**src/hw/rtl/priority_queue_fifo_ties_core_macros.svh**
```systemverilog
// Assertion helpers for the priority queue core.
`ifndef PRIORITY_QUEUE_FIFO_TIES_CORE_MACROS_SVH
`define PRIORITY_QUEUE_FIFO_TIES_CORE_MACROS_SVH

`ifndef SYNTHESIS
// Same-cycle implication.
`define PQFT_ASSERT_IMPLIES(lbl, clk, rst, ante, cons) \
   lbl: assert property (@(posedge clk) disable iff (rst) (ante) |-> (cons)) \
      else $error("pqft assertion failed");
// Next-cycle implication.
`define PQFT_ASSERT_NEXT(lbl, clk, rst, ante, cons) \
   lbl: assert property (@(posedge clk) disable iff (rst) (ante) |=> (cons)) \
      else $error("pqft assertion failed");
`else
`define PQFT_ASSERT_IMPLIES(lbl, clk, rst, ante, cons)
`define PQFT_ASSERT_NEXT(lbl, clk, rst, ante, cons)
`endif

`endif

```
**src/hw/rtl/pqft_pkg.sv**
```systemverilog
`default_nettype none

package pqft_pkg;

   localparam int CAPACITY      = 16;
   localparam int VALUE_BITS    = 32;
   localparam int PRIORITY_BITS = 4;
   localparam int LIMIT_BITS    = 5;
   localparam int IDX_BITS      = $clog2(CAPACITY);
   localparam int CNT_BITS      = $clog2(CAPACITY + 1);

   localparam logic [LIMIT_BITS-1:0] LIMIT_RESET = LIMIT_BITS'(16);

   // Stream payload sizes
   localparam int REQ_USED_BITS = PRIORITY_BITS + VALUE_BITS;
   localparam int REQ_DATA_BITS = ((REQ_USED_BITS + 7) / 8) * 8;
   localparam int RSP_USED_BITS = 2 + VALUE_BITS + PRIORITY_BITS + CNT_BITS + 1 + VALUE_BITS;
   localparam int RSP_DATA_BITS = ((RSP_USED_BITS + 7) / 8) * 8;

   // CSR map
   localparam int CSR_ADDR_BITS = 3;
   localparam logic REG_PRIORITY_LIMIT = 1'b0;

   localparam logic MODE_PUSH = 1'b0;
   localparam logic MODE_POP  = 1'b1;

   typedef enum logic [1:0] {
      STATUS_OK       = 2'd0,
      STATUS_FULL     = 2'd1,
      STATUS_EMPTY    = 2'd2,
      STATUS_BAD_PRIO = 2'd3
   } status_type;

   // Command to the front tracker
   typedef struct packed {
      logic load;   // offer a candidate this cycle
      logic first;  // candidate wins unconditionally
   } front_cmd_type;

endpackage

`default_nettype wire

```
**src/hw/rtl/pqft_front.sv**
```systemverilog
`default_nettype none

// Front tracker: one shared less-than compare, used for pushes and for
// the rescan after a pop. Strict compare keeps the oldest on ties.
module pqft_front (
   input  wire logic                                 clock,
   input  wire pqft_pkg::front_cmd_type              cmd,
   input  wire logic [pqft_pkg::IDX_BITS-1:0]        cand_idx,
   input  wire logic [pqft_pkg::PRIORITY_BITS-1:0]   cand_prio,
   output logic      [pqft_pkg::IDX_BITS-1:0]        front_idx,
   output logic      [pqft_pkg::PRIORITY_BITS-1:0]   front_prio
);

   logic [pqft_pkg::IDX_BITS-1:0]      best_idx_ff;
   logic [pqft_pkg::PRIORITY_BITS-1:0] best_prio_ff;
   logic                               take;

   assign take = cmd.first || (cand_prio < best_prio_ff);

   always_ff @(posedge clock) begin
      if (cmd.load && take) begin
         best_idx_ff  <= cand_idx;
         best_prio_ff <= cand_prio;
      end
   end

   assign front_idx  = best_idx_ff;
   assign front_prio = best_prio_ff;

endmodule

`default_nettype wire

```
**src/hw/rtl/priority_queue_fifo_ties_core.sv**
```systemverilog
`default_nettype none

// Stable bounded priority queue, 16 entries.
// req channel: one transaction per operation. req_tuser is the mode (push or
// pop); req_tdata carries the pushed priority and value.
// rsp channel: exactly one transaction per request: status, removed entry,
// count held afterwards and the value that the next pop would return.
// csr port: APB-style, register 0 (byte address 0) is priority_limit; pushes
// with priority >= limit are refused. Write it only while the core is idle.
// Timing: a request is taken in IDLE. A push, a refused op or a pop that
// empties the queue goes from EXEC straight to DONE. A pop that leaves
// entries behind reruns the front search in SCAN with the single compare
// unit, one held entry per cycle, then goes to DONE. req_tready is low from
// acceptance until the result is loaded into the output register, so the
// next request can be taken in the cycle after that load at the earliest.
// A stalled rsp_tready holds the result in the output register; the core
// returns to IDLE and takes the next request, but cannot hand over a new
// result until the old one is taken.
// Reset: queue empty, priority_limit = 16, no result pending.
module priority_queue_fifo_ties_core (
   input  wire logic                                   clock,
   input  wire logic                                   reset,
   // request stream
   input  wire logic                                   req_tvalid,
   output logic                                        req_tready,
   input  wire logic [pqft_pkg::REQ_DATA_BITS-1:0]     req_tdata,  // priority_req, value
   input  wire logic                                   req_tuser,  // mode
   // response stream
   output logic                                        rsp_tvalid,
   input  wire logic                                   rsp_tready,
   // status, removed_value, removed_priority, count, front_valid, front_value
   output logic      [pqft_pkg::RSP_DATA_BITS-1:0]     rsp_tdata,
   // CSR port
   input  wire logic                                   csr_psel,
   input  wire logic                                   csr_penable,
   input  wire logic                                   csr_pwrite,
   input  wire logic [pqft_pkg::CSR_ADDR_BITS-1:0]     csr_paddr,
   input  wire logic [31:0]                            csr_pwdata,
   output logic      [31:0]                            csr_prdata,
   output logic                                        csr_pready
);

`include "priority_queue_fifo_ties_core_macros.svh"

   localparam int VB = pqft_pkg::VALUE_BITS;
   localparam int PB = pqft_pkg::PRIORITY_BITS;
   localparam int IB = pqft_pkg::IDX_BITS;
   localparam int CB = pqft_pkg::CNT_BITS;
   localparam int LB = pqft_pkg::LIMIT_BITS;

   typedef enum logic [1:0] {
      ST_IDLE,
      ST_EXEC,
      ST_SCAN,
      ST_DONE
   } state_type;

   state_type                 state_ff;
   logic [CB-1:0]             count_ff;
   logic [LB-1:0]             limit_ff;
   logic [IB-1:0]             scan_idx_ff;

   // latched request
   logic                      op_mode_ff;
   logic [PB-1:0]             op_prio_ff;
   logic [VB-1:0]             op_value_ff;

   // result under construction
   pqft_pkg::status_type      status_ff;
   logic [VB-1:0]             rem_value_ff;
   logic [PB-1:0]             rem_prio_ff;

   // output register
   logic                      rsp_valid_ff;
   pqft_pkg::status_type      out_status_ff;
   logic [VB-1:0]             out_rem_value_ff;
   logic [PB-1:0]             out_rem_prio_ff;
   logic [CB-1:0]             out_count_ff;
   logic                      out_front_valid_ff;
   logic [VB-1:0]             out_front_value_ff;

   // entry store, arrival order, no reset (slots above count never read)
   logic [VB-1:0]             values_ff [pqft_pkg::CAPACITY];
   logic [PB-1:0]             prios_ff  [pqft_pkg::CAPACITY];

   logic                      accept;
   logic                      push_ok;
   logic                      pop_ok;
   logic                      out_free;
   logic                      scan_last;
   logic [CB-1:0]             count_dec;
   logic [IB-1:0]             front_idx;
   logic [PB-1:0]             front_prio;
   logic [VB-1:0]             front_value;
   pqft_pkg::front_cmd_type   front_cmd;
   logic [IB-1:0]             cand_idx;
   logic [PB-1:0]             cand_prio;
   logic                      csr_write;

   assign accept    = req_tvalid && req_tready;
   assign out_free  = !rsp_valid_ff || rsp_tready;
   assign count_dec = CB'(count_ff - 1'b1);
   assign scan_last = ({1'b0, scan_idx_ff} == count_dec);

   // push goes in when priority is legal and there is room
   assign push_ok = (op_mode_ff == pqft_pkg::MODE_PUSH)
                    && ({1'b0, op_prio_ff} < limit_ff)
                    && (count_ff < CB'(pqft_pkg::CAPACITY));
   assign pop_ok  = (op_mode_ff == pqft_pkg::MODE_POP) && (count_ff != '0);

   assign front_value = values_ff[front_idx];

   // shared compare unit: pushed entry in EXEC, stored entries in SCAN
   always_comb begin
      front_cmd = '0;
      cand_idx  = scan_idx_ff;
      cand_prio = prios_ff[scan_idx_ff];
      if (state_ff == ST_EXEC) begin
         front_cmd.load  = push_ok;
         front_cmd.first = (count_ff == '0);
         cand_idx        = count_ff[IB-1:0];
         cand_prio       = op_prio_ff;
      end else if (state_ff == ST_SCAN) begin
         front_cmd.load  = 1'b1;
         front_cmd.first = (scan_idx_ff == '0);
      end
   end

   pqft_front u_front (
      .clock      (clock),
      .cmd        (front_cmd),
      .cand_idx   (cand_idx),
      .cand_prio  (cand_prio),
      .front_idx  (front_idx),
      .front_prio (front_prio)
   );

   // entry store: append on push, close the gap on pop
   always_ff @(posedge clock) begin
      if (state_ff == ST_EXEC) begin
         if (push_ok) begin
            values_ff[count_ff[IB-1:0]] <= op_value_ff;
            prios_ff[count_ff[IB-1:0]]  <= op_prio_ff;
         end else if (pop_ok) begin
            for (int i = 0; i < pqft_pkg::CAPACITY - 1; i++) begin
               if (IB'(i) >= front_idx) begin
                  values_ff[i] <= values_ff[i+1];
                  prios_ff[i]  <= prios_ff[i+1];
               end
            end
         end
      end
   end

   // CSR
   assign csr_write  = csr_psel && csr_penable && csr_pwrite && csr_pready;
   assign csr_pready = 1'b1;
   assign csr_prdata = (csr_paddr[2] == pqft_pkg::REG_PRIORITY_LIMIT)
                       ? {{(32-LB){1'b0}}, limit_ff} : 32'd0;

   // sequencer and registered outputs
   always_ff @(posedge clock) begin
      if (reset) begin
         state_ff     <= ST_IDLE;
         count_ff     <= '0;
         limit_ff     <= pqft_pkg::LIMIT_RESET;
         rsp_valid_ff <= 1'b0;
      end else begin
         if (csr_write && (csr_paddr[2] == pqft_pkg::REG_PRIORITY_LIMIT)) begin
            limit_ff <= csr_pwdata[LB-1:0];
         end
         // DONE reloads the output register itself when it is taken
         if (rsp_valid_ff && rsp_tready && (state_ff != ST_DONE)) begin
            rsp_valid_ff <= 1'b0;
         end
         unique case (state_ff)
            ST_IDLE: begin
               if (accept) begin
                  op_mode_ff  <= req_tuser;
                  op_prio_ff  <= req_tdata[PB-1:0];
                  op_value_ff <= req_tdata[PB+VB-1:PB];
                  state_ff    <= ST_EXEC;
               end
            end
            ST_EXEC: begin
               if (op_mode_ff == pqft_pkg::MODE_PUSH) begin
                  rem_value_ff <= '0;
                  rem_prio_ff  <= '0;
                  state_ff     <= ST_DONE;
                  if ({1'b0, op_prio_ff} >= limit_ff) begin
                     status_ff <= pqft_pkg::STATUS_BAD_PRIO;
                  end else if (!push_ok) begin
                     status_ff <= pqft_pkg::STATUS_FULL;
                  end else begin
                     status_ff <= pqft_pkg::STATUS_OK;
                     count_ff  <= CB'(count_ff + 1'b1);
                  end
               end else if (!pop_ok) begin
                  status_ff    <= pqft_pkg::STATUS_EMPTY;
                  rem_value_ff <= '0;
                  rem_prio_ff  <= '0;
                  state_ff     <= ST_DONE;
               end else begin
                  status_ff    <= pqft_pkg::STATUS_OK;
                  rem_value_ff <= front_value;
                  rem_prio_ff  <= front_prio;
                  count_ff     <= count_dec;
                  scan_idx_ff  <= '0;
                  if (count_dec != '0) begin
                     state_ff <= ST_SCAN;
                  end else begin
                     state_ff <= ST_DONE;
                  end
               end
            end
            ST_SCAN: begin
               if (scan_last) begin
                  state_ff <= ST_DONE;
               end else begin
                  scan_idx_ff <= IB'(scan_idx_ff + 1'b1);
               end
            end
            ST_DONE: begin
               if (out_free) begin
                  rsp_valid_ff       <= 1'b1;
                  out_status_ff      <= status_ff;
                  out_rem_value_ff   <= rem_value_ff;
                  out_rem_prio_ff    <= rem_prio_ff;
                  out_count_ff       <= count_ff;
                  out_front_valid_ff <= (count_ff != '0);
                  out_front_value_ff <= (count_ff != '0) ? front_value : '0;
                  state_ff           <= ST_IDLE;
               end
            end
            default: begin
               state_ff <= ST_IDLE;
            end
         endcase
      end
   end

   assign req_tready = (state_ff == ST_IDLE);
   assign rsp_tvalid = rsp_valid_ff;
   assign rsp_tdata  = {{(pqft_pkg::RSP_DATA_BITS - pqft_pkg::RSP_USED_BITS){1'b0}},
                        out_front_value_ff, out_front_valid_ff, out_count_ff,
                        out_rem_prio_ff, out_rem_value_ff, out_status_ff};

   `PQFT_ASSERT_NEXT(a_busy_after_accept, clock, reset, accept, !req_tready)
   `PQFT_ASSERT_IMPLIES(a_count_bound, clock, reset, 1'b1,
      count_ff <= CB'(pqft_pkg::CAPACITY))
   `PQFT_ASSERT_IMPLIES(a_scan_in_range, clock, reset, state_ff == ST_SCAN,
      CB'(scan_idx_ff) < count_ff)
   `PQFT_ASSERT_IMPLIES(a_front_valid_matches, clock, reset, rsp_valid_ff,
      out_front_valid_ff == (out_count_ff != '0))

endmodule

`default_nettype wire

```
**config.mk**
```make
export PLATFORM = sky130hd
export DESIGN_NAME = priority_queue_fifo_ties_core
export DESIGN_NICKNAME = d
export VERILOG_FILES = /design/src/hw/rtl/pqft_pkg.sv /design/src/hw/rtl/pqft_front.sv /design/src/hw/rtl/priority_queue_fifo_ties_core.sv
export VERILOG_INCLUDE_DIRS = /design/src /design/src/hw/rtl
export SDC_FILE = /design/constraint.sdc
export NUM_CORES = 1
export LEC_CHECK = 0
export BUFFER_PORTS_ARGS = -buffer_cell sky130_fd_sc_hd__buf_4
export CORE_MARGIN = 5
export CORE_UTILIZATION = 41
export DETAILED_ROUTE_END_ITERATION = 8
export PLACE_DENSITY = 0.69
export SYNTH_ARGS = -nofsm -noshare
export SYNTH_HDL_FRONTEND = slang
export SYNTH_HIERARCHICAL = 1
export SYNTH_SLANG_ARGS = --single-unit
```
**constraint.sdc**
```tcl
create_clock -name clock -period 8.22 [get_ports clock]
set_input_delay 1.644 -clock clock [delete_from_list [all_inputs] [get_ports clock]]
set_output_delay 1.644 -clock clock [all_outputs]
set_load 0.02 [all_outputs]
```
# == Word-level counts from Yosys, hierarchy flattened ==
# Memories as Yosys holds them, arrays and structs flattened. A register that Yosys moved wholly into a read port is not among the register bits.
# Index checks and enable logic that the tools add are counted.
# Widths: inputs -> output; s select.
# totals
ff_bits,176
latchBits,0
ram_bits,576
mem_bits_ro,0
inputBits,83
output_inout_bits,115
elab_cells,201
memories,2
# memory_table
name,depth,width,read_ports,rd_clocked_by_memory_dff,write_ports,line,text
values_ff,16,32,16,1,15,priority_queue_fifo_ties_core.sv:83,logic [VB-1:0] values_ff [pqft_pkg::CAPACITY];
prios_ff,16,4,16,1,15,priority_queue_fifo_ties_core.sv:84,logic [PB-1:0] prios_ff [pqft_pkg::CAPACITY];
# op_classes
addsub,3
multipliers,0
div,0
magnitude_cmp,19
eq_ne,13
shift,0
mux,113
n_bitwise,3
n_reduce_logical,29
# ops
op,count
$mux 1,87
$mux 4,10
$mux 32,1
$reduce_or 32->1,1
$ge 4x4->1 const A,7
$mux 5,5
$ge 3x4->1 const A,4
$mux 2,8
$ne 2x2->1 const B,7
$logic_and 1x1->1,10
$reduce_bool 5->1,2
$reduce_and 3->1,3
$ge 1x4->1 const A,2
$ge 2x4->1 const A,2
$pmux 2 s4,1
$pmux 4 s2,1
$add 5x1->5 const B,1
$eq 4x5->1,1
$ge 4x5->1,1
$logic_not 5->1,1
$lt 4x5->1,1
$lt 5x5->1 const B,1
$reduce_and 5->1,1
$sub 5x1->5 const B,1
other kinds (14),21

# == Longest topological paths before layout ==
# Gate-level depths: netlist of run 1.
# logic_depth
word_depth,8
ltp_mapped,11
mapped_depth_nobuf,9

# == Hierarchy ==
# Netlist of run 1, hierarchy kept.
# by_module_without_submodules
module,instances,cells_per_inst,area_per_inst_um2,seq_area_each_um2
priority_queue_fifo_ties_core,1,1940,35218.8,22291.4
pqft_front,1,20,324.1,240.2

# == Worst setup path after synthesis of run 1 ==
# Ideal clock, no wire load.
# synth_path
path_type,input to register
start,input reset
end,register out_count_ff[0] (enable)
setup_time_ns,0.619
t_arrival_ns,7.415
t_required_ns,7.601
path_slack_ns,0.186
cell_stages,2
n_path_buf,1
path_cell_list,clkbuf_1 nor3b_1
# synth_between
elab_chain_cells,2
# synth_rtl
element,line,text
"start, declared",priority_queue_fifo_ties_core.sv:22,"input wire logic reset,"
$not 1->1 (no line),n/a,
$reduce_and 3->1 (no line),n/a,
"end signal, assigned",priority_queue_fifo_ties_core.sv:229,out_count_ff <= count_ff;
"end, declared",priority_queue_fifo_ties_core.sv:78,logic [CB-1:0] out_count_ff;
# Every way passes these cells.
# A chain may end at the register's enable or synchronous reset.

==> results.ini, run 1 <==
[synth]
synth_edf_count = 739
syn_area_per_cell_sq_um = 18.13
yosysWarningCount = 6
syn_inst = 1960
synth_ff_type = edfxtp_1
synth_seq_cells = 756
yosysSeqAreaShare_pct = 63.39
synth.distinct_cells = 57
synth_area_sq_mm = 0.03554
async_flop_share_pct = 0

[cts]
clk_pin_slew_ns = 0.06
cts_tree = done
clock_path_buffers = 3
cts_buffers = 85
cts_root_buffer = clkbuf_16
cts.sinks = 756
h-tree-depth = 3
hold_buffers = 0
worstSkewPairLatency_ns = 0.64
cts_setup_buffers = 0
cts.repair.resized = 0

[placement]
dpl.cell_count = 3141
hpwlAfterDp_mm = 49.24
io_buffers = 132
place.gp.congestion = 0.8092
pre_cts_ws_ns = 3.672

[grt]
grt_pass1_wl_mm = 129.1
grt.total_usage_pct = 18.31
grt_max_degree = 140
antenna_found_initial = 1
grt_pass1_vias = 20100
grt-ovfl-total = 0

[drt]
antenna_left = 0
initialDrtViolationCount = 1529
wire_per_inst_um = 26.25
via_per_inst = 5.658
vias = 18640
firstDrtPassIters = 7
wirelength_mm = 86.49
route.detailed.drc = 0

[floorplan]
core_sq_mm = 0.08635
num_io_pins = 198
initial_utilization_pct = 41.16
die-area_sq_mm = 0.09268
die_h_um = 304.4
dieWidth_um = 304.4
std_cell_rows = 108

[sta]
finalCritPeriodShare_pct = 54.74
drv_slew = 0
fin_tns_setup_ns = 0
hold_ws_ns = 0.4158
setup_violations = 0
max_slew_margin_pct = 23.98
rsz0062_at_grt = no
finalHoldViolations = 0
fin_skew_ns = 0.03885
finalCriticalPeriod_ns = 4.500
worstMarginPinSlew_ns = 1.139
fmax_ghz = 0.2222
worst_slack_ns = 3.720

[run_status]
outcome = finished, final reports clean

[finish]
drive_above_1_share_pct = 49.30
layout.nets = 2174
stdcell_count = 3295
area_delta_synth_final_pct = 13.64

[worst_hold_path]
min_path_type = reg2reg
hold_depth = 0

[run]
drv_cap = 0

[setup_path]
path_class = reg2reg
critPathMaxStageDelay_ns = 0.90
path_common_cell = inv_1
worst-path-max-fanout = 19
start_kind = flip-flop
critPathSlowestCell = o21ai_4
cp-end-kind = flip-flop
worstPathArrival_ns = 4.79
worstPathRequired_ns = 8.51
rr_worst_depth = 8
cp_cell_sequence = inv_1, ha_1, inv_1, a2111oi_0, o21a_1, nand2_1, o21ai_4, buf_4

[pwr]
p_leak_uw = 0.01344
ir_worst_vdd_uv = 234.0
cellPowerDensity_mw_per_mm2 = 322.2
power.total_uw = 13010

-- cells in the final DEF, fill, tap and decap left out, types with 7 or more instances in the layout --
cell and n:
edfxtp_1 739, mux2_2 539, mux4_2 180, buf_4 176
clkbuf_16 86, and2_1 67, nand2_1 32, conb_1 32
inv_1 25, nor2_1 22, clkbuf_1 20, clkinv_2 19
o21ai_4 18, ha_1 18, dfxtp_1 17, o21ai_0 13
clkinv_1 13, a21oi_1 10, nand3_1 8, xnor2_1 7
-- power breakdown --
| group | total [uW] | internal, uW | switching (uW) | leakage (uW) |
|---|---|---|---|---|
| combinational | 3990 | 1830 | 2150 | 0.00528 |
| clock | 3670 | 2120 | 1550 | 0.00131 |
| sequential | 5360 | 5020 | 337 | 0.00684 |
| total | 13000 | 8980 | 4040 | 0.0134 |
-- through the flow --
stage / util, % / area, sq um
final: 46.78 / 40390
after global routing: 46.77 / 40390
after CTS: 46.77 / 40390
after detailed placement: 43.68 / 37720
after global placement: 43.68 / 37720
after floorplan: - / 35660
-- cell type report --
| type | instances | area [sq um] |
|---|---|---|
| clock buffer | 107 | 2241 |
| antenna | 2 | 5.005 |
| timing repair buffer | 177 | 1341 |
| tap | 1155 | 1445 |
| clock inverter | 45 | 424.2 |
| inverter | 25 | 93.84 |
| fill | 7149 | 45960 |
| multi-input combinational | 1028 | 12310 |
| sequential | 756 | 22530 |
-- final timing paths --
check / startpoint / to / slack (ns)
setup / recovery: state_ff[1]$_SDFFE_PP0P_ / values_ff[12][1]$_DFFE_PP_ / 3.72
hold / removal: rem_value_ff[17]$_SDFFCE_PN0P_ / out_rem_value_ff[17]$_DFFE_PP_ / 0.42
setup reg to reg: state_ff[1]$_SDFFE_PP0P_ / values_ff[12][1]$_DFFE_PP_ / 3.72
hold reg to reg: rem_value_ff[17]$_SDFFCE_PN0P_ / out_rem_value_ff[17]$_DFFE_PP_ / 0.42
-- synth_stat cells (2+ instances only) --
cell	number	share of area, %
edfxtp_1	739	62
mux2_2	539	17
mux4_2	180	11
and2_1	67	1.2
buf_2	58	0.82
buf_4	49	1.0
buf_1	38	0.40
nand2_1	34	0.36
clkbuf_1	31	0.33
o21ai_0	27	0.38
inv_1	25	0.26
nor2_1	25	0.26
ha_1	18	0.63
dfxtp_1	17	0.96
a21oi_1	10	0.14
nand3_1	8	0.11
a21o_1	7	0.15
xnor2_1	7	0.17
mux2i_1	6	0.17
nor3_1	6	0.084
buf_6	5	0.16
and3_1	4	0.070
nand2b_1	4	0.070
nor3b_1	4	0.084
o21ai_2	4	0.099
nand2_2	3	0.053
nand3_2	3	0.084
nor2b_1	3	0.053
o21a_1	3	0.063
xor2_1	3	0.074
a21boi_0	2	0.042
conb_1	2	0.021
nand4_1	2	0.035
nand4b_1	2	0.049
o211ai_1	2	0.042
o221ai_1	2	0.049
-- metal layers --
metal / global-route usage, % / share of wire (%) / vias to the layer above
met5: 0 / 0 / -
met4: 5.993 / 2.7 / 0
met3: 3.222 / 6.1 / 151
met2: 33.22 / 53 / 651
met1: 22.23 / 38 / 9840
li1: - / - / 8001
-- kinds of logic after synthesis --
kind of cell    count (synthesis)  share of synthesized area (%)
compound gates                 70                          1.302
xor+xnor                       11                         0.3098
fa+ha+maj                      18                         0.6337
buf+inv                       206                          3.003
flops                         756                          63.39
mux                           726                          28.68
other cells                     2                        0.02113
simple gates                  171                          2.654
-- registers in the layout, summed over array words and instances (netlist names), 2 cells and up, named ones only --
| name | flops |
|---|---|
| prios_ff | 64 |
| state_ff | 2 |
| u_front/front_idx | 4 |
| op_value_ff | 32 |
| out_count_ff | 5 |
| out_rem_prio_ff | 4 |
| u_front/front_prio | 4 |
| scan_idx_ff | 4 |
| op_prio_ff | 4 |
| out_front_value_ff | 32 |
| limit_ff | 5 |
| status_ff | 2 |
| rem_prio_ff | 4 |
| out_status_ff | 2 |
| rem_value_ff | 32 |
| out_rem_value_ff | 32 |
| count_ff | 5 |
| values_ff | 512 |
-- critical path, delay by kind of cell, from the launching register on --
kind,cells,cell delay [ns]
flip-flops,1,0.34
AO/OA/AOI/OAI,3,2.10
AND/OR/NAND/NOR,1,0.30
adder cells (fa/ha/maj),1,0.44
buffers and inverters,3,0.96
Power figures use the tool's default switching activity.
==> inputs of run 2 (changes only) <==
- PLACE_DENSITY: 0.69 -> 0.67
- clock period: 8.22 -> 4.2 ns (I/O delays scaled with it)
==> run 2 against run 1 <==
Against the previous run:
- cell count rose by 0.88%
- sequential power rose by 94%
- fmax rose by 38%
- count of clock-buffer cells in the layout fell by 4
==> results.ini, run 2 (synthesis gave the netlist of run 1 again) <==
[finish]
largestRegisters = values_ff x512, prios_ff x64
design_area_sq_mm = 0.04081
layout.cells.most_common_list = edfxtp_1 (739), mux2_2 (539), buf_4 (195)
final_common_cell = edfxtp_1
largest_reg_flops = 512
fillers = 7184
layout.nets = 2205
area_delta_synth_final_pct = 14.82
drive_above_1_share_pct = 50.07
regMostFlops = values_ff

[cts]
cts_root_buffer = clkbuf_16
cts_buffers = 83
h-tree-depth = 3
hold_buffers = 0
cts.repair.resized = 0
cts_setup_buffers = 0
clock_path_buffers = 3
cts.sinks = 756
clk_pin_slew_ns = 0.06
cts_tree = done
worstSkewPairLatency_ns = 0.63

[pwr]
cellPowerDensity_mw_per_mm2 = 626.8
seq_power_share_pct = 40.8
power.internal_uw = 17730
ir_worst_vdd_uv = 499.6
power_switching_share_pct = 30.69
p_leak_uw = 0.01364
p_clk_share_pct = 28.0
p_sw_uw = 7850
combPwrFrac_pct = 31.2

[sta]
finalCriticalPeriod_ns = 3.264
fin_skew_ns = 0.02402
worstMarginPinSlew_ns = 1.125
finalHoldViolations = 0
rsz0062_at_grt = no
drv_slew = 0
finalCritPeriodShare_pct = 77.71
fin_tns_setup_ns = 0
max_slew_margin_pct = 24.71
fmax_ghz = 0.3064
setup_violations = 0

[setup_path]
r2r_slack_ns = 0.94
cp-end-kind = flip-flop
worstPathArrival_ns = 3.63
start_kind = flip-flop
worstPathRequired_ns = 4.57
worst-path-max-fanout = 21
path_class = reg2reg

[grt]
grt.total_usage_pct = 18.55
grt_max_degree = 77
grt_pass1_vias = 20190
grt_pass1_wl_mm = 130.7
grt-ovfl-total = 0
antenna_found_initial = 2

[drt]
vias = 18720
antenna_left = 0
route.detailed.drc = 0
initialDrtViolationCount = 1425
wire_per_inst_um = 26.27
via_per_inst = 5.631
firstDrtPassIters = 5
wirelength_mm = 87.31

[run_status]
outcome = finished, final reports clean

[floorplan]
std_cell_rows = 108
initial_utilization_pct = 41.16
num_io_pins = 198
die-area_sq_mm = 0.09268
die_h_um = 304.4
core_sq_mm = 0.08635
dieWidth_um = 304.4

[placement]
place.gp.congestion = 0.7862
hpwlAfterDp_mm = 53.85
place_area_sq_mm = 0.03816
io_buffers = 132

[worst_hold_path]
min_path_type = in2reg

[run]
drv_cap = 0

==> run 2: cell count changes in the layout (fill, tap and decap cells not counted), sizes merged <==
cell,before,now
inv,29,26
clkbuf,107,103
clkinvlp,1,3
buf,177,210
bufinv,6,7
==> run 2: worst max-delay path, cell delays in order, from the launching register on <==
cell and delay, ns:
dfxtp_1 0.43, inv_1 0.17, ha_1 0.19, nor4b_2 0.58, nor3_4 0.10, nand2_2 0.16
buf_4 0.23, a21o_2 0.47, buf_12 0.29, mux2_2 0.37
==> run 2: stage by stage <==
stage	total power, uW	std cells	hold WS, ns	worst slack [ns]	utilization, %
2_1_floorplan	16030	1990	0.4003	-0.5774	-
3_3_place_gp	18520	3174	0.4023	0.9782	44.19
3_5_place_dp	18730	3174	0.4045	0.9367	44.19
4_1_cts	25920	3322	0.3368	0.9153	47.26
5_1_grt	26750	3322	0.3550	0.7805	47.26
6_report	25580	3324	0.3825	0.9360	47.26
==> run 2: final cells by class <==
type | count | area [sq um] | area share [%]
antenna | 2 | 5.005 | 0.01226
tap | 1155 | 1445 | 3.541
multi-input combinational | 1028 | 12320 | 30.19
clock buffer | 103 | 2216 | 5.430
sequential | 756 | 22530 | 55.21
inverter | 25 | 93.84 | 0.2299
clock inverter | 45 | 435.4 | 1.067
timing repair buffer | 210 | 1764 | 4.323
==> run 2: power by group through the flow <==
stage          Sequential (uW)  Clock (uW)  Combinational (uW)
3_3_place_gp             10500           0                8000
2_1_floorplan            10400           0                5680
3_5_place_dp             10600           0                8140
6_report                 10400        7150                7990
4_1_cts                  10400        7320                8170
5_1_grt                  10500        7620                8590
==> run 2: final timing paths <==
path,from,cells past startpoint,end
worst min-delay path,req_tdata[18],1,op_value_ff[14]$_DFFE_PP_
worst min register to register,rem_value_ff[14]$_SDFFCE_PN0P_,0,out_rem_value_ff[14]$_DFFE_PP_
worst max register to register,count_ff[0]$_SDFFE_PP0P_,9,values_ff[5][11]$_DFFE_PP_
worst max-delay path,count_ff[0]$_SDFFE_PP0P_,9,values_ff[5][11]$_DFFE_PP_
==> run 2: per-layer routing <==
metal | vias up | global-route usage, % | part of all wire [%]
met5 | - | 0 | 0
met4 | 0 | 5.303 | 2.5
met3 | 131 | 3.222 | 6.0
met2 | 622 | 31.94 | 50
met1 | 9916 | 24.40 | 41
li1 | 8049 | - | -
==> inputs of run 3 (changes only) <==
- ABC_AREA: not set -> 1
- PLACE_DENSITY: 0.67 -> 0.69
- clock period: 4.2 -> 3 ns (I/O delays scaled with it)
==> run 3 against run 2 <==
Against the previous run:
- via count rose by 46%
- combinational power increased by 39%
- largest cell class unchanged
- first-iteration DRC count grew to 2.6 times the previous value
- clock skew is 0.0011 ns higher
- sequential share of layout area increased by 0.43 points
- critical endpoint is now values_ff[0][19]$_DFFE_PP_
- clock power up 29%
- cell count rose by 45%
- flip-flop and latch count is the same
- register-to-register slack worse by 0.77 ns
==> results.ini, run 3 <==
[cts]
h-tree-depth = 3
clock_path_buffers = 3
clk_pin_slew_ns = 0.06
cts_tree = done
cts_buffers = 75
cts.sinks = 756
worstSkewPairLatency_ns = 0.63
cts_root_buffer = clkbuf_16
cts_setup_buffers = 0

[grt]
grt_pass1_vias = 25650
grt-ovfl-total = 0
grt_pass1_wl_mm = 155.0
grt.total_usage_pct = 21.36
antenna_found_initial = 0
grt_max_degree = 97

[finish]
largestRegisters = values_ff x512, prios_ff x64
layout.cells.most_common_list = edfxtp_1 (739), o21ai_0 (650), nor2_1 (558)
largest_reg_flops = 512
diodes = 0
regMostFlops = values_ff
area_delta_synth_final_pct = 14.41
drive_above_1_share_pct = 10.65
layout.nets = 3711
stdcell_count = 4807
final_common_cell = edfxtp_1

[placement]
hpwlAfterDp_mm = 58.72
dpl.cell_count = 4677
place.gp.congestion = 0.8258
io_buffers = 132
pre_cts_ws_ns = 0.1027

[setup_path]
start_kind = flip-flop
worstPathArrival_ns = 3.18
cp-end-kind = flip-flop
worstPathRequired_ns = 3.34
worst-path-max-fanout = 42
path_class = reg2reg

[synth]
synth_edf_count = 739
synth.top_cell.area_share_pct = 62.70
synth.area.top_cells = edfxtp_1 (63%), o21ai_0 (9.2%), nor2_1 (6.0%), a21oi_1 (5.5%), nand2_1 (5.4%)
syn_inst = 3562
yosysSeqAreaShare_pct = 63.66
syn_area_per_cell_sq_um = 9.937
synth_seq_cells = 756
synth_top_cell_by_area = edfxtp_1
synth_ff_type = edfxtp_1
yosysWarningCount = 6
synthMostInstantiatedCell = edfxtp_1
async_flop_share_pct = 0
ys_top_cells_by_count = edfxtp_1 (739), o21ai_0 (654), nor2_1 (565)
synth_area_sq_mm = 0.03539
synth.distinct_cells = 43

[floorplan]
std_cell_rows = 107
die_h_um = 303.8
core_sq_mm = 0.08541
initial_utilization_pct = 41.44
die-area_sq_mm = 0.09230
num_io_pins = 198
dieWidth_um = 303.8

[run]
drv_cap = 0

[drt]
vias = 27330
antenna_left = 0
wire_per_inst_um = 21.46
wirelength_mm = 103.2
route.detailed.drc = 0
firstDrtPassIters = 6
initialDrtViolationCount = 3648
via_per_inst = 5.686

[sta]
finalCriticalPeriod_ns = 2.835
rsz0062_at_grt = no
fmax_ghz = 0.3528
setup_violations = 0
finalHoldViolations = 0
finalCritPeriodShare_pct = 94.50
fin_skew_ns = 0.02509
worst_slack_ns = 0.1651
drv_slew = 0
worstMarginPinSlew_ns = 1.037
max_slew_margin_pct = 30.68

[pwr]
cellPowerDensity_mw_per_mm2 = 841.4
ir_worst_vdd_uv = 692.4
p_leak_uw = 0.01457

[run_status]
outcome = finished, final reports clean

[worst_hold_path]
min_path_type = in2reg

[run 3: cell families (layout without fill, tap and decap cells)]
| family | count (synthesis) | after routing | synth area share, % |
|---|---|---|---|
| AOI/OAI and AO/OA | 1148 | 1148 | 16.82 |
| xor gates and xnor gates | 4 | 4 | 0.09900 |
| adders and majority gates | 18 | 18 | 0.6363 |
| buffers and inverters | 499 | 570 | 6.254 |
| DFF | 756 | 756 | 63.66 |
| other | 2 | 32 | 0.02122 |
| and+or+nand+nor | 1135 | 1135 | 12.51 |
[run 3: per-stage QoR]
| step | hold WS (ns) | area [sq um] | utilization [%] | total power (uW) | setup TNS [ns] |
|---|---|---|---|---|---|
| global route | 0.1342 | 40500 | 47.41 | 35670 | 0 |
| global placement | 0.4025 | 38170 | 44.68 | 24710 | 0 |
| finish | 0.1538 | 40500 | 47.41 | 34070 | 0 |
| detailed placement | 0.4045 | 38170 | 44.68 | 24910 | 0 |
| floorplan | 0.4003 | 35680 | - | 20570 | -168.61 |
| CTS | 0.1233 | 40490 | 47.41 | 34010 | 0 |
[run 3: layer usage]
metal  vias to the layer above  GRT usage (%)  routed length (um)
li1                      12400              -                   -
met1                     13090          30.52               41450
met2                      1633          33.30               46480
met3                       212          3.744               11400
met4                         0          7.214                3833
met5                         -              0                   0
[run 3: worst paths after layout]
check,start,to,slack [ns],depth (start not counted)
max reg2reg,count_ff[1]$_SDFFE_PP0P_,values_ff[0][19]$_DFFE_PP_,0.17,11
min,req_tdata[27],op_value_ff[23]$_DFFE_PP_,0.15,1
max,count_ff[1]$_SDFFE_PP0P_,values_ff[0][19]$_DFFE_PP_,0.17,11
min reg2reg,rem_value_ff[1]$_SDFFCE_PN0P_,out_rem_value_ff[1]$_DFFE_PP_,0.41,0
[run 3: repair_timing]
| item | CTS | global route |
|---|---|---|
| endpoints found under the hold margin | 0 | 0 |
| setup endpoints to repair | 0 | 21 |
| hold buffers | 0 | 0 |
| resized for setup | 0 | 1 |
[run 3: report_power, final]
group / internal (uW) / switching [uW]
logic: 3290 / 7820
registers: 13200 / 567
clock network: 5170 / 4020
total: 21700 / 12400
[run 3: worst max-delay path, cell delays in order, from the launching register on]
cell	delay, ns
dfxtp_1	0.33
inv_1	0.07
ha_1	0.26
nand3_4	0.14
nand2_4	0.05
inv_2	0.07
nand2_4	0.11
nor2_8	0.30
nand3_4	0.39
nor2_4	0.22
buf_4	0.44
o21ai_0	0.17
[run 3: layout make-up]
type	instances	area (sq um)
Fill cell	7781	44920
Tap cell	1144	1431
Inverter	203	767.0
Clock buffer	93	2049
Multi-Input combinational cell	2337	11080
Timing Repair Buffer	237	2355
Sequential cell	756	22530
Clock inverter	37	276.5
